### src/rtl/kmd_pkg.sv
// shared types and constants for the key matrix debounce and repeat block
`timescale 1ns / 1ps

package kmd_pkg;

    localparam int COLS   = 5;
    localparam int ROWS   = 7;
    localparam int KEYS   = COLS * ROWS;
    localparam int IDX_W  = $clog2(KEYS);
    localparam int COL_W  = 3;
    localparam int ROW_W  = 3;
    localparam int TICK_W = 32;
    localparam int CFG_W  = 32;
    localparam int CIDX_W = 3;
    localparam int MOD_W  = 5;
    localparam int SET_W  = 2;
    localparam int KIDX_W = 6;

    localparam int IN_W  = 40;
    localparam int OUT_W = 16;

    // modifier flag bit positions
    localparam int FLAG_SYM = 0;
    localparam int FLAG_ALT = 1;
    localparam int FLAG_LSH = 2;
    localparam int FLAG_RSH = 3;
    localparam int FLAG_MIC = 4;

    typedef enum logic [CIDX_W-1:0] {
        CFG_DEBOUNCE = 3'd0,
        CFG_REPEAT   = 3'd1,
        CFG_SYM_IDX  = 3'd2,
        CFG_ALT_IDX  = 3'd3,
        CFG_LSH_IDX  = 3'd4,
        CFG_RSH_IDX  = 3'd5,
        CFG_MIC_IDX  = 3'd6
    } t_cfg_idx;

    typedef enum logic [SET_W-1:0] {
        CS_LOWER  = 2'd0,
        CS_UPPER  = 2'd1,
        CS_SYMBOL = 2'd2
    } t_char_set;

    typedef struct packed {
        logic [TICK_W-1:0] debounce_time;
        logic [TICK_W-1:0] repeat_time;
        logic [KIDX_W-1:0] sym_idx;
        logic [KIDX_W-1:0] alt_idx;
        logic [KIDX_W-1:0] lsh_idx;
        logic [KIDX_W-1:0] rsh_idx;
        logic [KIDX_W-1:0] mic_idx;
    } t_cfg;

    typedef struct packed {
        logic [COL_W-1:0]  col;
        logic [ROW_W-1:0]  row;
        logic              pressed;
        logic [TICK_W-1:0] tick;
        logic [IDX_W-1:0]  idx;
        logic              in_range;
    } t_item;

    typedef struct packed {
        logic [COL_W-1:0] key_col;
        logic [ROW_W-1:0] key_row;
        t_char_set        char_set;
        logic [MOD_W-1:0] held_modifiers;
    } t_result;

    typedef struct packed {
        logic              wr_dl;
        logic [TICK_W-1:0] dl_value;
        logic              set_latch;
        logic              clr_latch;
        logic [MOD_W-1:0]  flags_next;
        logic              emit;
        t_result           result;
    } t_eval;

endpackage

### src/rtl/kmd_deadline_mem.sv
// per-key deadline memory with valid bits and write-to-read bypass
`timescale 1ns / 1ps

module kmd_deadline_mem (
    input  logic                      i_clk,
    input  logic                      i_rst_n,
    input  logic                      i_wr_en,
    input  logic [kmd_pkg::IDX_W-1:0]  i_wr_addr,
    input  logic [kmd_pkg::TICK_W-1:0] i_wr_data,
    input  logic                      i_rd_en,
    input  logic [kmd_pkg::IDX_W-1:0]  i_rd_addr,
    output logic [kmd_pkg::TICK_W-1:0] o_rd_data
);
    import kmd_pkg::*;

    logic [TICK_W-1:0] r_mem [KEYS];
    logic [KEYS-1:0]   r_valid;
    logic [TICK_W-1:0] r_rd_data;

    always_ff @(posedge i_clk) begin
        if (i_wr_en) begin
            r_mem[i_wr_addr] <= i_wr_data;
        end
    end

    always_ff @(posedge i_clk) begin
        if (!i_rst_n) begin
            r_valid <= '0;
        end else if (i_wr_en) begin
            r_valid[i_wr_addr] <= 1'b1;
        end
    end

    // a never-written entry reads as zero; same-edge write is forwarded
    always_ff @(posedge i_clk) begin
        if (i_rd_en) begin
            if (i_wr_en && (i_wr_addr == i_rd_addr)) begin
                r_rd_data <= i_wr_data;
            end else if (r_valid[i_rd_addr]) begin
                r_rd_data <= r_mem[i_rd_addr];
            end else begin
                r_rd_data <= '0;
            end
        end
    end

    assign o_rd_data = r_rd_data;

endmodule

### src/rtl/kmd_key_eval.sv
// debounce, repeat and modifier decision for one sampled key
`timescale 1ns / 1ps

module kmd_key_eval (
    input  kmd_pkg::t_item             i_item,
    input  logic                      i_latched,
    input  logic [kmd_pkg::TICK_W-1:0] i_deadline,
    input  logic [kmd_pkg::MOD_W-1:0]  i_flags,
    input  kmd_pkg::t_cfg              i_cfg,
    output kmd_pkg::t_eval             o_eval
);
    import kmd_pkg::*;

    logic              due;
    logic              press_new;
    logic              release_key;
    logic              repeat_key;
    logic              down;
    logic              is_mod;
    logic [KIDX_W-1:0] kidx;
    logic [MOD_W-1:0]  flags;
    t_char_set         cset;

    always_comb begin
        kidx        = KIDX_W'(i_item.idx);
        due         = i_item.tick >= i_deadline;
        press_new   = i_item.in_range && i_item.pressed && !i_latched && due;
        release_key = i_item.in_range && !i_item.pressed && i_latched;
        repeat_key  = i_item.in_range && i_item.pressed && i_latched && due;
        down        = press_new || repeat_key;

        flags  = i_flags;
        is_mod = 1'b0;
        if (down) begin
            priority if (kidx == i_cfg.sym_idx) begin
                flags[FLAG_SYM] = 1'b1;
                is_mod          = 1'b1;
            end else if (kidx == i_cfg.alt_idx) begin
                flags[FLAG_ALT] = 1'b1;
                is_mod          = 1'b1;
            end else if (kidx == i_cfg.lsh_idx) begin
                flags[FLAG_LSH] = 1'b1;
                is_mod          = 1'b1;
            end else if (kidx == i_cfg.rsh_idx) begin
                flags[FLAG_RSH] = 1'b1;
                is_mod          = 1'b1;
            end else if (!i_flags[FLAG_SYM] && kidx == i_cfg.mic_idx) begin
                // mic counts as a modifier only while symbol is up
                flags[FLAG_MIC] = 1'b1;
                is_mod          = 1'b1;
            end else begin
                is_mod = 1'b0;
            end
        end else if (release_key) begin
            priority if (kidx == i_cfg.sym_idx) begin
                flags[FLAG_SYM] = 1'b0;
            end else if (kidx == i_cfg.alt_idx) begin
                flags[FLAG_ALT] = 1'b0;
            end else if (kidx == i_cfg.lsh_idx) begin
                flags[FLAG_LSH] = 1'b0;
            end else if (kidx == i_cfg.rsh_idx) begin
                flags[FLAG_RSH] = 1'b0;
            end else if (kidx == i_cfg.mic_idx) begin
                flags[FLAG_MIC] = 1'b0;
            end else begin
                flags = i_flags;
            end
        end

        if (flags[FLAG_SYM]) begin
            cset = CS_SYMBOL;
        end else if (flags[FLAG_LSH] || flags[FLAG_RSH]) begin
            cset = CS_UPPER;
        end else begin
            cset = CS_LOWER;
        end

        o_eval.wr_dl     = down || release_key;
        o_eval.dl_value  = i_item.tick
                         + (repeat_key ? i_cfg.repeat_time : i_cfg.debounce_time);
        o_eval.set_latch = down;
        o_eval.clr_latch = release_key;
        o_eval.flags_next = flags;
        o_eval.emit      = down && !is_mod;
        o_eval.result.key_col        = i_item.col;
        o_eval.result.key_row        = i_item.row;
        o_eval.result.char_set       = cset;
        o_eval.result.held_modifiers = flags;
    end

endmodule

### src/rtl/key_matrix_debounce_repeat_modifiers.sv
// top level: key sample stream in, character beats out, config registers
`timescale 1ns / 1ps
//
//  channel   | signals                         | contents (low bits first)
//  ----------+---------------------------------+------------------------------------
//  s_axis in | i_s_axis_tvalid/tready/tdata    | col 3, row 3, pressed 1, tick 32
//  m_axis out| o_m_axis_tvalid/tready/tdata    | col 3, row 3, char_set 2, mods 5
//  config    | i_cfg_we, i_cfg_index, i_cfg_data | register write, no read-back
//
//  one sample per cycle sustained while the output does not stall; an accepted sample
//  enters the eval register as the deadline memory read starts, and a beat it emits
//  enters the output register, raising o_m_axis_tvalid, when the eval stage advances.
//  the deadline memory has one write and one registered read port with bypass.
//  reset clears latches, valid bits, flags, both handshake stages; config takes defaults.
//  a stalled output holds the eval stage, which then holds the input side.
//
module key_matrix_debounce_repeat_modifiers (
    input  logic                       i_clk,
    input  logic                       i_rst_n,
    input  logic                       i_s_axis_tvalid,
    output logic                       o_s_axis_tready,
    // col [2:0], row [5:3], pressed [6], tick [38:7], zero [39]
    input  logic [kmd_pkg::IN_W-1:0]    i_s_axis_tdata,
    output logic                       o_m_axis_tvalid,
    input  logic                       i_m_axis_tready,
    // key_col [2:0], key_row [5:3], char_set [7:6], held_modifiers [12:8], zero [15:13]
    output logic [kmd_pkg::OUT_W-1:0]   o_m_axis_tdata,
    input  logic                       i_cfg_we,
    input  logic [kmd_pkg::CIDX_W-1:0]  i_cfg_index,
    input  logic [kmd_pkg::CFG_W-1:0]   i_cfg_data
);
    import kmd_pkg::*;

    t_cfg              r_cfg;
    t_item             r_s1;
    logic              r_s1_valid;
    logic [KEYS-1:0]   r_latch;
    logic [MOD_W-1:0]  r_flags;
    t_result           r_out;
    logic              r_out_valid;

    t_item             n_item;
    t_eval             eval;
    logic [TICK_W-1:0] deadline;
    logic              s1_adv;
    logic              in_accept;
    logic [COL_W-1:0]  in_col;
    logic [ROW_W-1:0]  in_row;

    assign s1_adv          = r_s1_valid && (!r_out_valid || i_m_axis_tready);
    assign o_s_axis_tready = !r_s1_valid || s1_adv;
    assign in_accept       = i_s_axis_tvalid && o_s_axis_tready;

    always_comb begin
        in_col          = i_s_axis_tdata[COL_W-1:0];
        in_row          = i_s_axis_tdata[COL_W+ROW_W-1:COL_W];
        n_item.col      = in_col;
        n_item.row      = in_row;
        n_item.pressed  = i_s_axis_tdata[COL_W+ROW_W];
        n_item.tick     = i_s_axis_tdata[COL_W+ROW_W+TICK_W:COL_W+ROW_W+1];
        n_item.in_range = (int'(in_col) < COLS) && (int'(in_row) < ROWS);
        // out-of-range samples park on key 0 and are dropped in eval
        n_item.idx      = n_item.in_range ? IDX_W'(int'(in_col) * ROWS + int'(in_row))
                                          : '0;
    end

    always_ff @(posedge i_clk) begin
        if (!i_rst_n) begin
            r_cfg.debounce_time <= '0;
            r_cfg.repeat_time   <= '0;
            r_cfg.sym_idx       <= KIDX_W'(0);
            r_cfg.alt_idx       <= KIDX_W'(1);
            r_cfg.lsh_idx       <= KIDX_W'(2);
            r_cfg.rsh_idx       <= KIDX_W'(3);
            r_cfg.mic_idx       <= KIDX_W'(4);
        end else if (i_cfg_we) begin
            unique case (t_cfg_idx'(i_cfg_index))
                CFG_DEBOUNCE: r_cfg.debounce_time <= i_cfg_data;
                CFG_REPEAT:   r_cfg.repeat_time   <= i_cfg_data;
                CFG_SYM_IDX:  r_cfg.sym_idx       <= i_cfg_data[KIDX_W-1:0];
                CFG_ALT_IDX:  r_cfg.alt_idx       <= i_cfg_data[KIDX_W-1:0];
                CFG_LSH_IDX:  r_cfg.lsh_idx       <= i_cfg_data[KIDX_W-1:0];
                CFG_RSH_IDX:  r_cfg.rsh_idx       <= i_cfg_data[KIDX_W-1:0];
                CFG_MIC_IDX:  r_cfg.mic_idx       <= i_cfg_data[KIDX_W-1:0];
                default: ;
            endcase
        end
    end

    kmd_deadline_mem u_dl_mem (
        .i_clk     (i_clk),
        .i_rst_n   (i_rst_n),
        .i_wr_en   (s1_adv && eval.wr_dl),
        .i_wr_addr (r_s1.idx),
        .i_wr_data (eval.dl_value),
        .i_rd_en   (in_accept),
        .i_rd_addr (n_item.idx),
        .o_rd_data (deadline)
    );

    kmd_key_eval u_eval (
        .i_item     (r_s1),
        .i_latched  (r_latch[r_s1.idx]),
        .i_deadline (deadline),
        .i_flags    (r_flags),
        .i_cfg      (r_cfg),
        .o_eval     (eval)
    );

    always_ff @(posedge i_clk) begin
        if (in_accept) begin
            r_s1 <= n_item;
        end
    end

    always_ff @(posedge i_clk) begin
        if (!i_rst_n) begin
            r_s1_valid <= 1'b0;
        end else if (in_accept) begin
            r_s1_valid <= 1'b1;
        end else if (s1_adv) begin
            r_s1_valid <= 1'b0;
        end
    end

    always_ff @(posedge i_clk) begin
        if (!i_rst_n) begin
            r_latch <= '0;
            r_flags <= '0;
        end else if (s1_adv) begin
            r_flags <= eval.flags_next;
            if (eval.set_latch) begin
                r_latch[r_s1.idx] <= 1'b1;
            end else if (eval.clr_latch) begin
                r_latch[r_s1.idx] <= 1'b0;
            end
        end
    end

    always_ff @(posedge i_clk) begin
        if (s1_adv && eval.emit) begin
            r_out <= eval.result;
        end
    end

    always_ff @(posedge i_clk) begin
        if (!i_rst_n) begin
            r_out_valid <= 1'b0;
        end else if (s1_adv) begin
            r_out_valid <= eval.emit;
        end else if (i_m_axis_tready) begin
            r_out_valid <= 1'b0;
        end
    end

    assign o_m_axis_tvalid = r_out_valid;
    assign o_m_axis_tdata  = {3'b000, r_out.held_modifiers, r_out.char_set,
                              r_out.key_row, r_out.key_col};

`ifndef SYNTHESIS
    a_no_emit_out_of_range: assert property (@(posedge i_clk) disable iff (!i_rst_n)
        (r_s1_valid && eval.emit) |-> r_s1.in_range)
        else $error("character beat from an out-of-range sample");

    a_stall_means_full: assert property (@(posedge i_clk) disable iff (!i_rst_n)
        !o_s_axis_tready |-> (r_s1_valid && r_out_valid && !i_m_axis_tready))
        else $error("input stalled while a stage is free");

    a_latch_after_press: assert property (@(posedge i_clk) disable iff (!i_rst_n)
        (s1_adv && eval.set_latch) |=> r_latch[$past(r_s1.idx)])
        else $error("pressed key not latched");

    a_symbol_wins: assert property (@(posedge i_clk) disable iff (!i_rst_n)
        (r_s1_valid && eval.emit && eval.flags_next[FLAG_SYM])
            |-> (eval.result.char_set == CS_SYMBOL))
        else $error("symbol held but character set not symbol");

    a_beat_follows_emit: assert property (@(posedge i_clk) disable iff (!i_rst_n)
        (s1_adv && eval.emit) |=> o_m_axis_tvalid)
        else $error("emitted character did not reach the output");
`endif

endmodule
### config.mk
export PLATFORM = sky130hd
export DESIGN_NAME = key_matrix_debounce_repeat_modifiers
export DESIGN_NICKNAME = d
export VERILOG_FILES = /design/src/rtl/kmd_pkg.sv /design/src/rtl/kmd_deadline_mem.sv /design/src/rtl/kmd_key_eval.sv /design/src/rtl/key_matrix_debounce_repeat_modifiers.sv
export SDC_FILE = /design/constraint.sdc
export NUM_CORES = 2
export LEC_CHECK = 0
export BUFFER_PORTS_ARGS = -buffer_cell sky130_fd_sc_hd__buf_2
export CAP_MARGIN = 10
export CORE_UTILIZATION = 40
export DETAILED_ROUTE_END_ITERATION = 10
export SETUP_SLACK_MARGIN = 0.15
export SYNTH_ARGS = -nofsm -noshare
export SYNTH_HDL_FRONTEND = slang
export SYNTH_SLANG_ARGS = --single-unit
### constraint.sdc
create_clock -name i_clk -period 8.6 [get_ports i_clk]
set_input_delay 0.86 -clock i_clk [delete_from_list [all_inputs] [get_ports i_clk]]
set_output_delay 0.86 -clock i_clk [all_outputs]
set_load 0.01 [all_outputs]
**After elaboration in Yosys (flattened, before gate mapping)**

Memories as Yosys holds them, arrays and structs flattened.
Index checks and enable logic that the tools add are counted.

- Flip-flop bits (word level): 262
- RAM bits: 1120
- Output and inout port bits: 18
- Memories: 1

- $add $sub $neg: 2
- Multiply operators: 1
- Magnitude comparators: 6
- Equality and inequality tests: 12
- Muxes and demuxes: 45
- Bitwise gates (word level): 4
- Reduce and logical (&&, ||, !) cells: 39

Memories:

| memory | depth | bits a word | read ports | clocked after Yosys merged registers in | wr ports | RTL line | RTL |
|---|---|---|---|---|---|---|---|
| u_dl_mem.r_mem | 35 | 32 | 1 | 0 | 1 | kmd_deadline_mem.sv:16 | `logic [TICK_W-1:0] r_mem [KEYS];` |

Operators by type and width:

| kind | count |
|---|---|
| $mux W32 | 3 |
| $mux W35 | 2 |
| $or A35 B35 Y35 | 2 |
| $eq A6 B6 Y1 | 6 |
| $and A35 B35 Y35 | 1 |
| $not A35 Y35 | 1 |
| $add A32 B32 Y32 | 1 |
| $ge A32 B32 Y1 | 1 |
| $mux W1 | 28 |
| $logic_and A1 B1 Y1 | 16 |
| $reduce_and A2 Y1 | 8 |
| $lt A6 B7 Y1 const B | 2 |
| $bmux W1 S6 | 2 |
| $mux W5 | 2 |
| $eq A3 B3 Y1 const B | 3 |
| $mux W4 | 2 |
| $add A6 B3 Y6 | 1 |
| $demux W1 S6 | 1 |
| $eq A3 B2 Y1 const B | 2 |
| $ge A6 B1 Y1 const B | 1 |
| $logic_not A1 Y1 | 6 |
| $lt A3 B3 Y1 const B | 2 |
| $mul A3 B3 Y6 const B | 1 |
| $mux W3 | 2 |
| 6 further kinds | 13 |

**Depth between registers and ports, before layout**

- Depth after elaboration: 11
- Mapped depth: 22
- Depth with buffers taken out: 20

**Cells and area by module**

Synthesis repeated with hierarchy kept, for this count alone.

- Cells, all modules: 3486
- Area total of the unflattened synthesis: 57620.3 µm²

Modules (own cells, without submodules):

| module | times used | cells each | area each (µm²) |
|---|---|---|---|
| kmd_deadline_mem | 1 | 2256 | 46005.4 |
| key_matrix_debounce_repeat_modifiers | 1 | 759 | 8042.7 |
| kmd_key_eval | 1 | 471 | 3572.2 |

**Worst setup path before layout**

OpenSTA, ideal clock, no wires.

- Path type: register to register
- From: register r_s1[16] in the netlist's numbering
- To: register u_dl_mem.r_rd_data[31] (netlist: u_dl_mem.o_rd_data[31]) (data pin)
- Setup time: 0.140 ns
- Arrival time: 6.119 ns
- Required time: 8.460 ns
- Slack: 2.341 ns
- Cell stages (with the launch flop): 21
- Path buffers: 2
- Clock period less this slack: 6.259 ns
- Cell sequence: edfxtp_1 -> ha_1 -> a21o_1 -> a211o_1 -> a2111oi_0 -> o21ai_0 -> a21o_1 -> and2_1 -> clkbuf_1 -> buf_1 -> mux2_2 -> ha_1 -> a211oi_1 -> nor2_1 -> or4_1 -> a21oi_1 -> or4b_2 -> a21oi_1 -> o21ai_0 -> xnor2_1 -> mux2_2

RTL lines:

| what | RTL line | RTL |
|---|---|---|
| start, declared | key_matrix_debounce_repeat_modifiers.sv:35 | `t_item r_s1;` |
| start signal, assigned | key_matrix_debounce_repeat_modifiers.sv:112 | `r_s1 <= n_item;` |
| end signal, assigned | kmd_deadline_mem.sv:38 | `r_rd_data <= i_wr_data;` |
| end signal, assigned | kmd_deadline_mem.sv:40 | `r_rd_data <= r_mem[i_rd_addr];` |
| end, declared | kmd_deadline_mem.sv:18 | `logic [TICK_W-1:0] r_rd_data;` |

==> impl_results.md <==
* Kind of critical path: reg -> reg
* Nets at 4393
* Synth Warn # at 0
* CTS tree: built
* Clock sinks at 1382
* Detail Placement HPWL at 90.7 mm
* # IOs at 98
* Pin count of the biggest net entering global routing at 158
* Most common cell after layout, fill and taps aside: edfxtp_1
* Layout fillers at 12.4k
* P_leak at 22.0 nW
* Effective utilization at floorplan at 40.4%
* Flops & latches, synth at 1382
* DRC viols at 0
* Most frequent cells in the layout: edfxtp_1, nand2_1, a211oi_1
* Routed via count at 36.0k
* Hold_buf cts at 0
* Setup ws final at 1.08 ns
* Clk slew on worst S/H paths at 0.06 ns
* Worst-Skew Late Latency at 0.79 ns
* Skew final at 0.0306 ns
* Hold Path Class: in -> reg
* Global-route wire length before repair at 236 mm
* Startpoint types: register
* TritonRoute pass-1 iters at 5
* CP max stage delay at 0.62 ns
* DR vias/cell at 5.77
* Final setup vio count at 0
* Power Dens Cells at 245 mW/mm2
* Wirelength, routed at 161 mm
* CP most frequent cell: a21o_1
* Sw Ratio at 26.8%
* Die Ht at 381 um
* Syn Inst Count at 4159
* TritonCTS Buffers at 144
* Ys async rst share at 0%
* Design area at 0.0652 mm2
* Internal power at 11.7 mW
* Placement Rows at 138
* Inst Count DP at 5979
* Number of global-route vias before repair at 34.6k
* Core area at 0.142 mm2
* Placement Cell Area at 0.0606 mm2
* CP max stage cell: a221oi_1
* Switch Pwr at 4.27 mW
* Finished Layout Cells at 6236
* Peak supply drop at 176 uV
* Seq/Total Area, Yosys at 69.4%
* Placement Setup Slack at 1.05 ns
* CP endpoint kind: register
* Initial drt markers at 3662
* Die W at 381 um
* Flop pwr share at 47.1%
* Clock power frac at 38.4%
* Clk root buf: clkbuf_16
* Worst Path Max Fanout at 35
* Hold Fails Final Rpt at 0
* CTS max path bufs at 3
* DR top layer: met4
* Met2 wire length at 77.9 mm
* Most used DFF post-synth: edfxtp_1
* Worst Max-Slew Pin Slew at 1.28 ns
* # port buffers at 93
* Fin crit share at 87.5%
* Tmin final at 7.52 ns
* Synthesized area at 0.0574 mm2
* DIE AREA at 0.145 mm2
* Synth-to-Final Area Change at 13.7%
* CP Data Arrival Time at 8.06 ns
* RSZ-0062 raised after global routing: false
* Max-Cap Viols at 0
* Grt total ovfl at 0
* Per-cell routed wire length at 25.9 um
* Combinational Power Share at 14.5%
* Synth cell types at 77
* Initial antenna violation count at 7
* Max Clk Rate at 133 MHz
* PostCTS Resize Cnt at 0
* Status: complete, no violations
* CP Cell Sequence: ha_1 -> a21o_1 -> a211o_1 -> a2111oi_0 -> o21ai_0 -> a21o_1 -> and2_1 -> buf_4 -> mux2_2 -> fa_1 -> a21o_1 -> a221oi_1 -> a21bo_2 -> a21oi_1 -> o221ai_1 -> o21ai_0 -> o41ai_1 -> xnor2_2 -> buf_4
* Slew HR at 14.2%
* Gpl congestion at 0.818
* Post-synth EDFFs at 1211
* Post-Route Setup TNS at 0 ns
* M1 WL at 67.6 mm
* Gr usage total at 22.0%
* Max-slew violation count at 0
* Postcts setup bufs at 0
* Met3 wire length at 12.1 mm
* CP Data Required Time at 9.14 ns
* Syn Area/Cell at 13.8 um2
* Share of post-route cells with drive strength above 1 at 14.8%
* Antenna-violating nets left at 0
* H-tree depth at 4
[power by group through the flow]
stage / Sequential [mW] / Combinational [mW] / Clock [mW]
after floorplan: 7.63 / 1.38 / 0
after global placement: 7.64 / 2.28 / 0
after detailed placement: 7.64 / 2.29 / 0
after CTS: 7.50 / 2.30 / 6.21
after global routing: 7.51 / 2.47 / 6.47
final: 7.50 / 2.32 / 6.13
[state kept, by name, summed over array words and instances (netlist names), 5 cells and up, named ones only]
name / count
o_m_axis_tdata: 13
r_cfg: 94
r_s1: 46
u_dl_mem.r_valid: 35
u_dl_mem.r_mem: 1120
u_dl_mem.o_rd_data: 32
r_flags: 5
[cell type report]
cell class | instances | area [um2] | share of cell area (%)
clock inverter | 67 | 671 | 1.03
multi-input combinational | 2438 | 16800 | 25.8
timing repair buffer | 209 | 1390 | 2.13
sequential | 1382 | 39800 | 61.0
clock buffer | 188 | 3920 | 6.02
inverter | 60 | 234 | 0.359
tap | 1890 | 2360 | 3.63
antenna | 2 | 5.00 | 0.00768
[worst max-delay path: cells and delay by family (launching register included)]
| kind | cells | cell delay (ns) |
|---|---|---|
| compound gates | 12 | 4.49 |
| fa+ha+maj | 2 | 0.78 |
| buf+inv | 2 | 0.66 |
| flops | 1 | 0.43 |
| mux | 1 | 0.41 |
| simple gates | 1 | 0.28 |
| xor+xnor | 1 | 0.20 |
[through the flow]
stage	power [mW]	utilization, %	hold WS [ns]
after CTS	16.0	45.9	0.218
final	15.9	45.9	0.266
after global routing	16.4	45.9	0.239
after global placement	9.92	42.7	0.407
after floorplan	9.01	-	0.400
after detailed placement	9.93	42.7	0.405
[layer usage]
metal / global-route usage (%) / vias up
met3: 3.57 / 238
met1: 30.0 / 18300
met4: 6.57 / 0
met5: 0 / -
met2: 36.2 / 1429
li1: - / 16100
[Yosys cell counts, drive strengths merged, types with 5 or more instances]
cell	count	share of area, %
nor4	5	0.055
o31a	27	0.41
o211a	12	0.21
mux2i	142	2.5
a21o	18	0.24
nor2b	143	1.6
fa	5	0.17
buf	67	0.55
dfxtp	171	6.0
a311oi	7	0.12
nand3	45	0.39
nand3b	6	0.085
nor2	200	1.3
mux4	44	1.7
a21oi	164	1.4
a211oi	189	2.5
o21bai	5	0.065
o22ai	90	0.98
clkbuf	214	1.4
edfxtp	1211	63
a31oi	130	1.4
o21a	32	0.42
nand2	535	3.5
nand4	5	0.055
nand2b	13	0.14
o21ai	61	0.53
and3	38	0.41
inv	59	0.39
xor2	20	0.31
or3	54	0.60
a22oi	5	0.065
a221oi	101	1.5
nor3	73	0.64
ha	73	1.6
xnor2	47	0.72
mux2	95	1.9
and2	7	0.076
[worst paths after layout]
check / start / to / slack, ns / cells after the start
min reg2reg: r_s1[42] / o_m_axis_tdata[5] / 0.42 / 0
max reg2reg: r_s1[16] / u_dl_mem.r_mem[22][30] / 1.08 / 19
max: r_s1[16] / u_dl_mem.r_mem[22][30] / 1.08 / 19
min: i_s_axis_tdata[11] / r_s1[11] / 0.27 / 1
[logic make-up after synthesis]
kind of cell / Yosys count / share of synthesized area, %
DFF: 1382 / 69.4
xor gates and xnor gates: 67 / 1.02
other: 1 / 0.00654
and+or+nand+nor: 1138 / 9.02
AOI/OAI and AO/OA: 871 / 10.4
buffers and inverters: 341 / 2.35
adders and majority gates: 78 / 1.77
muxes: 281 / 6.08
Note: power is estimated with default switching activity, not from simulation.
